## config.mk

```make
export PLATFORM = sky130hd
export DESIGN_NAME = utf8_latin1_case_mapper_top
export DESIGN_NICKNAME = d
export VERILOG_FILES = /design/src/hw/rtl/utf8cm_pkg.sv /design/src/hw/rtl/utf8cm_mapper.sv /design/src/hw/rtl/utf8_latin1_case_mapper_top.sv
export SDC_FILE = /design/constraint.sdc
export NUM_CORES = 1
export LEC_CHECK = 0
export ABC_AREA = 1
export ABC_CLOCK_PERIOD_IN_PS = 1800
export BUFFER_PORTS_ARGS = -buffer_cell sky130_fd_sc_hd__buf_2
export CORE_MARGIN = 8
export CORE_UTILIZATION = 55
export CTS_CLUSTER_DIAMETER = 30
export DETAILED_ROUTE_END_ITERATION = 8
export GPL_ROUTABILITY_DRIVEN = 0
export GPL_TIMING_DRIVEN = 1
export HOLD_SLACK_MARGIN = 0.1
export PLACE_DENSITY = 0.79
export SYNTH_ARGS = -nofsm -noshare
export SYNTH_HDL_FRONTEND = slang
export SYNTH_SLANG_ARGS = --single-unit
export TNS_END_PERCENT = 30
```

## constraint.sdc

```tcl
create_clock -name clk -period 1.8 [get_ports clk]
set_input_delay 0.36 -clock clk [delete_from_list [all_inputs] [get_ports clk]]
set_output_delay 0.36 -clock clk [all_outputs]
set_load 0.02 [all_outputs]
```

## src/hw/rtl/utf8cm_pkg.sv

```systemverilog
`timescale 1ns / 1ps
// ----------------------------------------------------------------------------
// utf8cm_pkg
// shared types, constants and byte classification functions for the
// utf-8 latin-1 case mapper
// ----------------------------------------------------------------------------
package utf8cm_pkg;

  localparam int BYTE_W = 8;
  localparam int MODE_W = 2;
  localparam int LEFT_W = 2;

  typedef logic [BYTE_W-1:0] byte_t;
  typedef logic [LEFT_W-1:0] left_t;

  typedef enum logic [MODE_W-1:0] {
    MODE_PASS  = 2'd0,
    MODE_UPPER = 2'd1,
    MODE_LOWER = 2'd2,
    MODE_CAP   = 2'd3
  } mode_t;

  localparam mode_t MODE_RESET = MODE_PASS;

  localparam byte_t LATIN_LEAD  = 8'hC3;
  localparam byte_t CASE_OFFSET = 8'h20;
  localparam logic [5:0] CONT_BITS  = 6'h3F;
  localparam logic [1:0] CONT_TAG   = 2'b10;
  // latin-1 letter ranges, as the low six bits of the second byte
  localparam logic [5:0] UPPER_LAST  = 6'h1E;
  localparam logic [5:0] MUL_SIGN    = 6'h17;
  localparam logic [5:0] LOWER_FIRST = 6'h20;
  localparam logic [5:0] LOWER_LAST  = 6'h3E;
  localparam logic [5:0] DIV_SIGN    = 6'h37;

  // per-unit state carried from byte to byte
  typedef struct packed {
    left_t bytes_left;
    logic  latin_lead;
    logic  to_upper;
    logic  word_start;
  } unit_state_t;

  localparam unit_state_t UNIT_STATE_RESET = '{
    bytes_left: '0, latin_lead: 1'b0, to_upper: 1'b0, word_start: 1'b1
  };

  // bytes that follow a lead byte in its unit
  function automatic left_t follow_bytes(input byte_t b);
    left_t r;
    if (b[7] == 1'b0) begin
      r = 2'd0;
    end else if (b[7:5] == 3'b110) begin
      r = 2'd1;
    end else if (b[7:4] == 4'b1110) begin
      r = 2'd2;
    end else if (b[7:3] == 5'b11110) begin
      r = 2'd3;
    end else begin
      r = 2'd0;
    end
    return r;
  endfunction

  function automatic logic is_space(input byte_t b);
    return (b == 8'h20) || (b >= 8'h09 && b <= 8'h0D);
  endfunction

  function automatic byte_t map_ascii(input byte_t b, input logic up);
    byte_t r;
    r = b;
    if (up && b >= 8'h61 && b <= 8'h7A) begin
      r = b - CASE_OFFSET;
    end else if (!up && b >= 8'h41 && b <= 8'h5A) begin
      r = b + CASE_OFFSET;
    end
    return r;
  endfunction

  function automatic byte_t map_latin(input byte_t b, input logic up);
    logic [5:0] low6;
    logic       is_up;
    logic       is_low;
    byte_t      r;
    low6   = b[5:0] & CONT_BITS;
    is_up  = (low6 <= UPPER_LAST) && (low6 != MUL_SIGN);
    is_low = (low6 >= LOWER_FIRST) && (low6 <= LOWER_LAST) && (low6 != DIV_SIGN);
    r = b;
    if (up && is_low) begin
      r = {CONT_TAG, 1'b0, low6[4:0]};
    end else if (!up && is_up) begin
      r = {CONT_TAG, 1'b1, low6[4:0]};
    end
    return r;
  endfunction

endpackage

```

## src/hw/rtl/utf8cm_mapper.sv

```systemverilog
`timescale 1ns / 1ps
// ----------------------------------------------------------------------------
// utf8cm_mapper
// per-byte case mapping logic with the unit and word tracking state
// ----------------------------------------------------------------------------
module utf8cm_mapper
  import utf8cm_pkg::*;
(
  input  logic  clk,
  input  logic  rst_n,
  input  logic  advance,
  input  byte_t byte_i,
  input  logic  last_i,
  input  mode_t mode_i,
  output byte_t byte_o
);

  unit_state_t st_r, st_nxt;
  byte_t       mapped;
  left_t       follow;
  logic        up;

  always_comb begin
    st_nxt = st_r;
    mapped = byte_i;
    follow = follow_bytes(byte_i);
    up     = 1'b0;
    if (st_r.bytes_left != '0) begin
      // inside a unit: only the byte after a latin lead maps
      if (st_r.latin_lead) begin
        mapped = map_latin(byte_i, st_r.to_upper);
      end
      st_nxt.latin_lead = 1'b0;
      st_nxt.bytes_left = st_r.bytes_left - 2'd1;
    end else if (mode_i == MODE_CAP && follow == '0 && is_space(byte_i)) begin
      st_nxt.word_start = 1'b1;
    end else begin
      up = (mode_i == MODE_UPPER) || (mode_i == MODE_CAP && st_r.word_start);
      if (mode_i == MODE_CAP) begin
        st_nxt.word_start = 1'b0;
      end
      if (follow == '0) begin
        if (mode_i != MODE_PASS) begin
          mapped = map_ascii(byte_i, up);
        end
      end else begin
        st_nxt.bytes_left = follow;
        st_nxt.latin_lead = (mode_i != MODE_PASS) && (byte_i == LATIN_LEAD);
        st_nxt.to_upper   = up;
      end
    end
    if (last_i) begin
      st_nxt = UNIT_STATE_RESET;
    end
  end

  always_ff @(posedge clk) begin
    if (!rst_n) begin
      st_r <= UNIT_STATE_RESET;
    end else if (advance) begin
      st_r <= st_nxt;
    end
  end

  assign byte_o = mapped;

endmodule

```

## src/hw/rtl/utf8_latin1_case_mapper_top.sv

```systemverilog
`timescale 1ns / 1ps
// ----------------------------------------------------------------------------
// utf8_latin1_case_mapper_top
// streaming utf-8 case mapper for ascii and latin-1 letters
// ----------------------------------------------------------------------------
// Takes one utf-8 byte per request and returns one mapped byte per request,
// in order, with tlast copied through. Throughput is one byte per clock while
// the receiver holds out_tready high; a byte moves from the input register
// to the output register, where it is offered until taken. The path is an
// input register, the mapping logic of utf8cm_mapper, and an output register;
// the input side stays ready while the output register is empty or being
// drained. Mode 0 passes bytes, 1 upper case, 2 lower case, 3 capitalizes
// words (ascii whitespace starts a word). Change the mode only when the block
// is idle. tlast returns all unit and word tracking to its reset state.
module utf8_latin1_case_mapper_top
  import utf8cm_pkg::*;
(
  input  logic              clk,
  input  logic              rst_n,
  // configuration
  input  logic              cfg_wr_en,
  input  logic [MODE_W-1:0] cfg_wr_data,   // [1:0] mode
  // input stream
  input  logic              in_tvalid,
  output logic              in_tready,
  input  logic [BYTE_W-1:0] in_tdata,      // [7:0] in_byte
  input  logic              in_tlast,
  // result stream
  output logic              out_tvalid,
  input  logic              out_tready,
  output logic [BYTE_W-1:0] out_tdata,     // [7:0] out_byte
  output logic              out_tlast
);

  // mode register
  mode_t mode_r;

  // input stage
  logic  s1_valid_r;
  byte_t s1_byte_r;
  logic  s1_last_r;

  // output stage
  logic  s2_valid_r;
  byte_t s2_byte_r;
  logic  s2_last_r;

  byte_t mapped;
  logic  s1_move;
  logic  in_take;

  // input stage empties whenever the output register can take its byte
  assign s1_move   = s1_valid_r && (!s2_valid_r || out_tready);
  assign in_tready = !s1_valid_r || s1_move;
  assign in_take   = in_tvalid && in_tready;

  always_ff @(posedge clk) begin
    if (!rst_n) begin
      mode_r <= MODE_RESET;
    end else if (cfg_wr_en) begin
      mode_r <= mode_t'(cfg_wr_data);
    end
  end

  // state advances exactly once per byte, as it leaves the input stage
  utf8cm_mapper u_mapper (
    .clk     (clk),
    .rst_n   (rst_n),
    .advance (s1_move),
    .byte_i  (s1_byte_r),
    .last_i  (s1_last_r),
    .mode_i  (mode_r),
    .byte_o  (mapped)
  );

  always_ff @(posedge clk) begin
    if (!rst_n) begin
      s1_valid_r <= 1'b0;
      s2_valid_r <= 1'b0;
    end else begin
      if (in_take) begin
        s1_valid_r <= 1'b1;
      end else if (s1_move) begin
        s1_valid_r <= 1'b0;
      end
      if (s1_move) begin
        s2_valid_r <= 1'b1;
      end else if (out_tready) begin
        s2_valid_r <= 1'b0;
      end
    end
  end

  // payload registers
  always_ff @(posedge clk) begin
    if (in_take) begin
      s1_byte_r <= in_tdata;
      s1_last_r <= in_tlast;
    end
    if (s1_move) begin
      s2_byte_r <= mapped;
      s2_last_r <= s1_last_r;
    end
  end

  assign out_tvalid = s2_valid_r;
  assign out_tdata  = s2_byte_r;
  assign out_tlast  = s2_last_r;

endmodule

```

# Yosys cells after proc, flatten, opt, wreduce, memory -nomap -nowiden
# Index checks and enable logic that the tools add are counted.
# totals
register_bits,27
latch_bits,0
ramBits,0
mem_bits_ro,0
out_inout_bits,11
wordCells,94
memories,0
# op_classes
add_sub_neg,3
multipliers,0
n_div,0
n_lt_le_gt_ge,9
eq_ne,14
n_shift,0
n_mux,24
bitwise,0
reduce_logical,33
# ops
cell,count
two-way mux 8 bit,9
"greater-or-equal comparator 8 x 7 -> 1 bit, second input constant",2
"<= comparator 8 x 7 -> 1 bit, second input constant",2
logical AND 1 bit,16
two-way mux 2 bit,5
"adder 8 x 6 -> 8 bit, second input constant",1
"== test 8 x 6 -> 1 bit, second input constant",1
"== test 8 bit, second input constant",1
"greater-or-equal comparator 8 x 4 -> 1 bit, second input constant",1
"<= comparator 8 x 4 -> 1 bit, second input constant",1
two-way mux 4 bit,2
nonzero test 2 bit,4
"subtractor 8 x 6 -> 8 bit, second input constant",1
"greater-or-equal comparator 6 bit, second input constant",1
"<= comparator 6 x 5 -> 1 bit, second input constant",1
"<= comparator 6 bit, second input constant",1
two-way mux 1 bit,6
"inequality test 2 bit, second input constant",3
"inequality test 3 x 2 -> 1 bit, second input constant",2
"inequality test 6 x 5 -> 1 bit, second input constant",1
"inequality test 6 bit, second input constant",1
AND reduction 3 bit,2
"== test 5 bit, second input constant",1
two-way mux 5 bit,1
11 further kinds,17

# Depth between registers and ports, before layout
# Gate-level depths: netlist of the first run.
# depth
depth_word,12
depth_mapped,13
depth_no_buf,12

# Modules after synthesis
# A second synthesis of the first run with hierarchy kept.
# unflattened
hier_cells,194
area_unflattened_um2,1570.3
# modules_own_cells
mod,instances,cells_per_inst,area_each_um2,seq_area_each_um2
utf8cm_mapper,1,154,865.8,100.1
utf8_latin1_case_mapper_top,1,40,704.4,620.6

# Worst setup path before layout of the first run
# No wires, ideal clock.
# synth_path
path_kind,register to register
startpoint,register s1_byte_r[5]
endpoint,"register s2_byte_r[6], in the netlist out_tdata[6] (data pin)"
arrival_time_ns,1.329
required_ns,1.548
slack_ns,0.220
stages_incl_launch_ff,11
path_buffers,0
period_less_slack_ns,1.580
path_cell_list,edfxtp_1 -> inv_2 -> ha_1 -> nand2_1 -> nand4_1 -> inv_1 -> nand2_1 -> nand2_1 -> nand2_1 -> nor2_1 -> nor2_1
# synth_between
elab_chain_len,10
word_cells_on_any_way,44
classes_between,2 x add/sub; 9 x order compare; 6 x eq/ne; 13 x mux; 14 x reduce/logical
# synth_lines
item,line,text
from (decl),utf8_latin1_case_mapper_top.sv:40,byte_t s1_byte_r;
from (signal assigned),utf8_latin1_case_mapper_top.sv:97,s1_byte_r <= in_tdata;
"parallel branches: the longest is 9 deep, another holds greater-or-equal comparator 8 x 7 -> 1 bit",-,
two-way mux 8 bit *,utf8cm_mapper.sv:28,if (st_r.bytes_left != '0) begin
named net mapped[6],utf8_latin1_case_mapper_top.sv:48,byte_t mapped;
to (signal assigned),utf8_latin1_case_mapper_top.sv:101,s2_byte_r <= mapped;
to (decl),utf8_latin1_case_mapper_top.sv:45,byte_t s2_byte_r;
# Mark *: on every way through the listed nets, which the timed path passes.
# A chain may end at the register's enable or synchronous reset.

# Worst setup path in the final report of the first run
# Same ends and word-level chain as after synthesis.

==> results of run 1 <==
-- through the flow --
stage / area [sq um] / instances / total power [mW] / utilization (%)
2_1_floorplan: 1545 / 197 / 0.8806 / -
3_3_place_gp: 1714 / 255 / 0.9386 / 63.25
3_5_place_dp: 1714 / 255 / 0.9425 / 63.25
4_1_cts: 1740 / 259 / 1.196 / 64.22
5_1_grt: 1821 / 267 / 1.282 / 67.17
6_report: 1821 / 267 / 1.208 / 67.17
-- critical path, stage by stage (launching register included) --
cell and delay, ns:
edfxtp_1 0.50, inv_2 0.12, buf_4 0.15, ha_1 0.29
inv_1 0.07, nand3_1 0.07, nand2_1 0.11, nor2_2 0.05
nor2_1 0.10, nor2_1 0.05
-- registers in the layout (all words and copies together), names as in the netlist --
register       count
mode_r             2
out_tdata          8
out_tlast          1
out_tvalid         1
s1_byte_r          8
s1_last_r          1
s1_valid_r         1
u_mapper.st_r      5
-- cell usage in the layout, fill, tap and decap left out, drive strengths merged --
cell    synthesis  layout
clkbuf          0       4
buf             3      38
nor3            2       2
o21ai          11      11
inv            29      29
nor4            1       1
ha              4       4
dfxtp           9       9
nor2           27      27
nand4           7       7
a21oi          13      13
nand2          59      59
edfxtp         18      18
nand3          14      14
-- kinds of logic (layout without fill, tap and decap cells) --
family,Yosys count,count (layout),synth area share [%]
and+or+nand+nor,110,110,32.15
AOI/OAI and AO/OA,24,24,8.988
DFF,27,27,46.64
adders and majority gates,4,4,3.239
buffers and inverters,32,71,8.988
-- routing by layer --
metal / routed length, microns / vias up / GRT usage, %
met2: 1701 / 83 / 22.64
li1: - / 713 / -
met3: 270 / 8 / 3.004
met5: 0 / - / 0
met4: 67 / 0 / 4.100
met1: 1492 / 643 / 17.09
-- layout make-up --
type	count	area share, %
inverters	29	5.979
flip-flops and latches	27	39.59
clock buffers	4	1.443
repair buffers	38	12.51
well taps	31	2.131
multi-input cells	138	38.35
-- path summary, 6_finish.rpt --
path	endpoint	slack (ns)
setup / recovery	out_tdata[6]$_DFFE_PP_	0.07
hold reg to reg	u_mapper.st_r[2]$_SDFFE_PN0P_	0.49
hold / removal	s1_byte_r[4]$_DFFE_PP_	0.21
setup reg to reg	out_tdata[6]$_DFFE_PP_	0.07
-- power by group through the flow --
stage	sequential [mW]	combinational (mW)	clock, mW
floorplan	0.746	0.134	0
global placement	0.739	0.200	0
detailed placement	0.740	0.203	0
CTS	0.726	0.204	0.267
global route	0.731	0.256	0.295
finish	0.727	0.227	0.254
-- timing repair --
| action | 4_1_cts | 5_1_grt |
|---|---|---|
| setup endpoints to repair | 0 | 2 |
| buffers inserted | 0 | 8 |
| gates resized for setup | 0 | 7 |
==> run summary, run 1 <==
First DRT Iteration DRCs -> 136
Post-route setup TNS -> 0 ns
Syn. warnings -> 0
EDFF count, synth -> 18
CTS sink cnt -> 27
Initial antenna violation count -> 0
I/O Buffers -> 26
Hold Startpoint -> in_tdata[4]
Combinational power share -> 18.8%
Crit start category -> flop
Most frequent cell after synthesis -> nand2_1
Synth cell count leaders -> 56 x nand2_1, 24 x inv_1, 23 x nor2_1
Least-Margin Pin Slew -> 0.3977 ns
Vias in the first global route -> 1320
Reg2reg start -> s1_byte_r[5]$_DFFE_PP_
Synthesized area -> 1545 sq um
Final Hold Viols -> 0
RSZ-0062 raised after global routing -> yes
GR Overflow Total -> 0
Initial Util -> 57.02%
Cells after Synth -> 197
Net Sw Power -> 0.3381 mW
N_diodes -> 0
Outcome -> finished, final reports clean
Post-route ant nets -> 0
Area contributors post-synth -> edfxtp_1 35%, nand2_1 14%, dfxtp_1 12%
Pre-antenna DRT Iters -> 7
Required time of the worst setup path -> 1.89 ns
Vias -> 1447
Maximum vdd ir drop -> 0.6632 mV
Final WL -> 3.531 mm
Global-route wire length before repair -> 5.685 mm
Core ar. -> 2710 sq um
# setup viols final -> 0
Pleak -> 0.8833 nW
Multi-input logic area -> 698.2 sq um
Clock root cell -> clkbuf_4
Wire length per cell -> 13.22 microns
Clk_lat worst skew -> 0.31 ns
Worst Hold Depth -> 1
Die H -> 69.01 microns
DPL Wire Length -> 2.535 mm
Final Cycle Share -> 96.35%
Global Route Usage Sum -> 13.64%
CTS tree -> yes
Layout Area Growth over Synthesis -> 17.81%
Crit. Startpoint -> s1_byte_r[5]$_DFFE_PP_
Drt drc -> 0
Sequential share of power -> 60.2%
Hold Buf Count CTS -> 0
Max_cap viols -> 0
Pin count of the biggest net entering global routing -> 15
Distinct cells, synth -> 24
Worst-path clk slew -> 0.14 ns
Clk pwr share -> 21.0%
Ys async rst share -> 0%
Crit path DAT -> 1.83 ns
Pins Over Slew Limit -> 0
Die Footprint -> 4762 sq um
Syn Area/Cell -> 7.844 sq um
Slew HR -> 73.45%
Share of layout cells above drive strength 1 -> 27.54%
Main synth FF type -> edfxtp_1
Flops & latches, synth -> 27
Storage cell area -> 720.7 sq um
PD cells -> 663.5 nW/um^2
# fillers -> 240
Final net count -> 257
WHS -> 0.2073 ns
CP Capture Type -> flop
Die X -> 69.01 microns
Worst min path class -> in2reg
F_max -> 576.6 MHz
Vias per cell -> 5.419
Number of CTS-inserted buffers -> 3
Peak fanout along the critical path -> 6
Setup ws final -> 0.06575 ns
I/O pin cnt -> 27
WS Path Type -> reg2reg
Internal power -> 0.8699 mW
Switching Share -> 27.99%
Row cnt -> 19
Worst-case clock buffer depth -> 2
Largest area contributor in the netlist -> edfxtp_1
Syn Nets -> 217
Top-area cell type share of the netlist area -> 34.98%
Final Critical Period -> 1.734 ns
R2R cell count -> 9
Worst Skew -> 0.003879 ns
H-tree levels -> 1
Post-place setup slack -> 0.1356 ns
Seq/Total Area, Yosys -> 46.64%
Note: power is estimated with default switching activity, not from simulation.
==> inputs of run 2 (changes only) <==
--- a/config.mk
+++ b/config.mk
@@ -9,13 +9,14 @@
 export ABC_CLOCK_PERIOD_IN_PS = 1800
 export BUFFER_PORTS_ARGS = -buffer_cell sky130_fd_sc_hd__buf_2
 export CORE_MARGIN = 8
-export CORE_UTILIZATION = 55
+export CORE_UTILIZATION = 57
+export CTS_BUF_LIST = sky130_fd_sc_hd__clkbuf_2
 export CTS_CLUSTER_DIAMETER = 30
 export DETAILED_ROUTE_END_ITERATION = 8
 export GPL_ROUTABILITY_DRIVEN = 0
 export GPL_TIMING_DRIVEN = 1
 export HOLD_SLACK_MARGIN = 0.1
-export PLACE_DENSITY = 0.79
+export PLACE_DENSITY = 0.81
 export SYNTH_ARGS = -nofsm -noshare
 export SYNTH_HDL_FRONTEND = slang
 export SYNTH_SLANG_ARGS = --single-unit
==> run 2 against run 1 <==
Net effect:
- final cell count down 1.5%
- count of clock-buffer cells in the layout down 1
- critical path depth up 1
- utilization down 0.35 points
- critical path type unchanged
- critical endpoint is now out_tdata[5]$_DFFE_PP_
- highest routed layer unchanged
==> run summary, run 2 (synthesis gave the netlist of run 1 again) <==
Outcome -> finished, final reports clean (unchanged)
Vias per cell -> 5.228 (was 5.419)
Hold Startpoint -> in_tdata[6] (was in_tdata[4])
Pins Over Slew Limit -> 0 (unchanged)
Crit. Startpoint -> s1_byte_r[6]$_DFFE_PP_ (was s1_byte_r[5]$_DFFE_PP_)
# setup viols final -> 0 (unchanged)
Worst Hold Depth -> 1 (unchanged)
R2R cell count -> 10 (was 9)
Die H -> 68.07 microns (was 69.01 microns)
First DRT Iteration DRCs -> 57 (was 136)
PD cells -> 657.1 nW/um^2 (was 663.5 nW/um^2)
WS Path Type -> reg2reg (unchanged)
GR Overflow Total -> 0 (unchanged)
Slew HR -> 67.65% (was 73.45%)
Switching Share -> 29.12% (was 27.99%)
Final Hold Viols -> 0 (unchanged)
Sequential share of power -> 62.2% (was 60.2%)
Layout Area Growth over Synthesis -> 15.14% (was 17.81%)
Die X -> 68.07 microns (was 69.01 microns)
CTS tree -> yes (unchanged)
Vias in the first global route -> 1334 (was 1320)
Internal power -> 0.8287 mW (was 0.8699 mW)
Worst min path class -> in2reg (unchanged)
Least-Margin Pin Slew -> 0.4835 ns (was 0.3977 ns)
Critical Path Max Stage Delay -> 0.54 ns (was 0.50 ns)
Combinational power share -> 18.2% (was 18.8%)
CP Capture Type -> flop (unchanged)
RR Endpoint -> out_tdata[5]$_DFFE_PP_ (was out_tdata[6]$_DFFE_PP_)
Required time of the worst setup path -> 1.96 ns (was 1.89 ns)
Cell count after placement -> 252 (was 255)
H-tree levels -> 1 (unchanged)
Die Footprint -> 4633 sq um (was 4762 sq um)
Most frequent cells in the layout -> 55 x nand2_1, 26 x buf_2, 24 x inv_1 (was 54 x nand2_1, 26 x buf_2, 24 x inv_1)
Initial antenna violation count -> 0 (unchanged)
Post-route ant nets -> 0 (unchanged)
Final WL -> 3.202 mm (was 3.531 mm)
Share of layout cells above drive strength 1 -> 26.72% (was 27.54%)
Hold Buf Count CTS -> 0 (unchanged)
RSZ-0062 raised after global routing -> yes (unchanged)
Critical path, cell by cell -> buf_4, inv_2, ha_1, nand4_1, nand2_2, a21oi_2, nand2_1, nand2_1, nand3_1, nand2_1 (was inv_2, buf_4, ha_1, inv_1, nand3_1, nand2_1, nor2_2, nor2_1, nor2_1)
Drt drc -> 0 (unchanged)
Post-place setup slack -> 0.04565 ns (was 0.1356 ns)
Net Sw Power -> 0.3404 mW (was 0.3381 mW)
WHS -> 0.1546 ns (was 0.2073 ns)
Crit path DAT -> 1.85 ns (was 1.83 ns)
Pleak -> 0.8571 nW (was 0.8833 nW)
Clk pwr share -> 19.7% (was 21.0%)
Clock root cell -> clkbuf_2 (was clkbuf_4)
F_max -> 592.9 MHz (was 576.6 MHz)
Pre-antenna DRT Iters -> 4 (was 7)
Row cnt -> 19 (unchanged)
Pin count of the biggest net entering global routing -> 17 (was 15)
Vias -> 1375 (was 1447)
Core ar. -> 2663 sq um (was 2710 sq um)
Peak fanout along the critical path -> 5 (was 6)
Maximum vdd ir drop -> 0.5523 mV (was 0.6632 mV)
Post-route setup TNS -> 0 ns (unchanged)
I/O pin cnt -> 27 (unchanged)
Final instance area -> 1779 sq um (was 1821 sq um)
Wire length per cell -> 12.17 microns (was 13.22 microns)
PnR Total Power -> 1.169 mW (was 1.208 mW)
Crit start category -> flop (unchanged)
Final Critical Period -> 1.687 ns (was 1.734 ns)
Worst-case clock buffer depth -> 2 (unchanged)
Final Cycle Share -> 93.71% (was 96.35%)
Final net count -> 253 (was 257)
End point of the worst hold path -> s1_byte_r[6]$_DFFE_PP_ (was s1_byte_r[4]$_DFFE_PP_)
Worst-path clk slew -> 0.24 ns (was 0.14 ns)
Final Util -> 66.82% (was 67.17%)
R2R Setup Slk -> 0.11 ns (was 0.07 ns)
Cell mode on critical path -> nand2_1 (was nor2_1)
N_diodes -> 0 (unchanged)
DPL Wire Length -> 2.484 mm (was 2.535 mm)
Initial Util -> 58.04% (was 57.02%)
Clk_lat worst skew -> 0.35 ns (was 0.31 ns)
I/O Buffers -> 26 (unchanged)
Commonest non-fill, non-tap cell in the layout -> nand2_1 (unchanged)
Slowest CP cell -> edfxtp_1 (unchanged)
Final cell count without fillers -> 263 (was 267)
Setup ws final -> 0.1132 ns (was 0.06575 ns)
Global Route Usage Sum -> 14.97% (was 13.64%)
Placed inst area -> 1692 sq um (was 1714 sq um)
Max_cap viols -> 0 (unchanged)
Global-route wire length before repair -> 5.368 mm (was 5.685 mm)
CTS sink cnt -> 27 (unchanged)
Reg2reg start -> s1_byte_r[6]$_DFFE_PP_ (was s1_byte_r[5]$_DFFE_PP_)
Number of CTS-inserted buffers -> 3 (unchanged)
Worst Skew -> 0.002543 ns (was 0.003879 ns)
[run 2: changes by cell type in the layout (fill, tap and decap cells not counted), sizes merged]
| cell | change |
|---|---|
| buf | -4 |
| clkbuf | -1 |
| clkinvlp | +1 |
[run 2: power by group through the flow]
stage / logic [mW] / clock network (mW) / registers (mW)
after floorplan: 0.134 / 0 / 0.746
after global placement: 0.190 / 0 / 0.742
after detailed placement: 0.193 / 0 / 0.743
after CTS: 0.194 / 0.244 / 0.730
after global routing: 0.239 / 0.255 / 0.731
final: 0.213 / 0.230 / 0.727
[run 2: final cells by class]
type | instances | area, sq um
multi-input cells | 138 | 698.2
repair buffers | 34 | 190.2
flip-flops and latches | 27 | 720.7
fillers | 242 | 883.3
clock inverters | 1 | 7.507
inverters | 29 | 108.9
clock buffers | 3 | 15.01
well taps | 31 | 38.79
[run 2: worst max path at each step]
stage | to | slack [ns] | cells after the start
floorplan | out_tdata[6]$_DFFE_PP_ | 0.22 | 10
global placement | out_tdata[5]$_DFFE_PP_ | 0.10 | 11
detailed placement | out_tdata[6]$_DFFE_PP_ | 0.05 | 10
CTS | out_tdata[6]$_DFFE_PP_ | 0.02 | 10
global route | out_tdata[6]$_DFFE_PP_ | -0.02 | 9
finish | out_tdata[5]$_DFFE_PP_ | 0.11 | 10
[run 2: repair_timing]
action                                  4_1_cts  5_1_grt
buffers inserted                              0        7
endpoints found under the setup margin        0        7
resized for setup                             0        5
[run 2: layer usage]
metal	track usage [%]	up-vias	wire length (microns)
li1	-	713	-
met1	16.04	615	1387
met2	27.55	40	1581
met3	3.928	7	181
met4	5.371	0	53
met5	0	-	0
[run 2: worst max-delay path, delay by kind of cell (launching register included)]
kind | cells | cell delay [ns]
buf+inv | 2 | 0.27
flops | 1 | 0.54
simple gates | 6 | 0.46
fa+ha+maj | 1 | 0.15
compound gates | 1 | 0.07
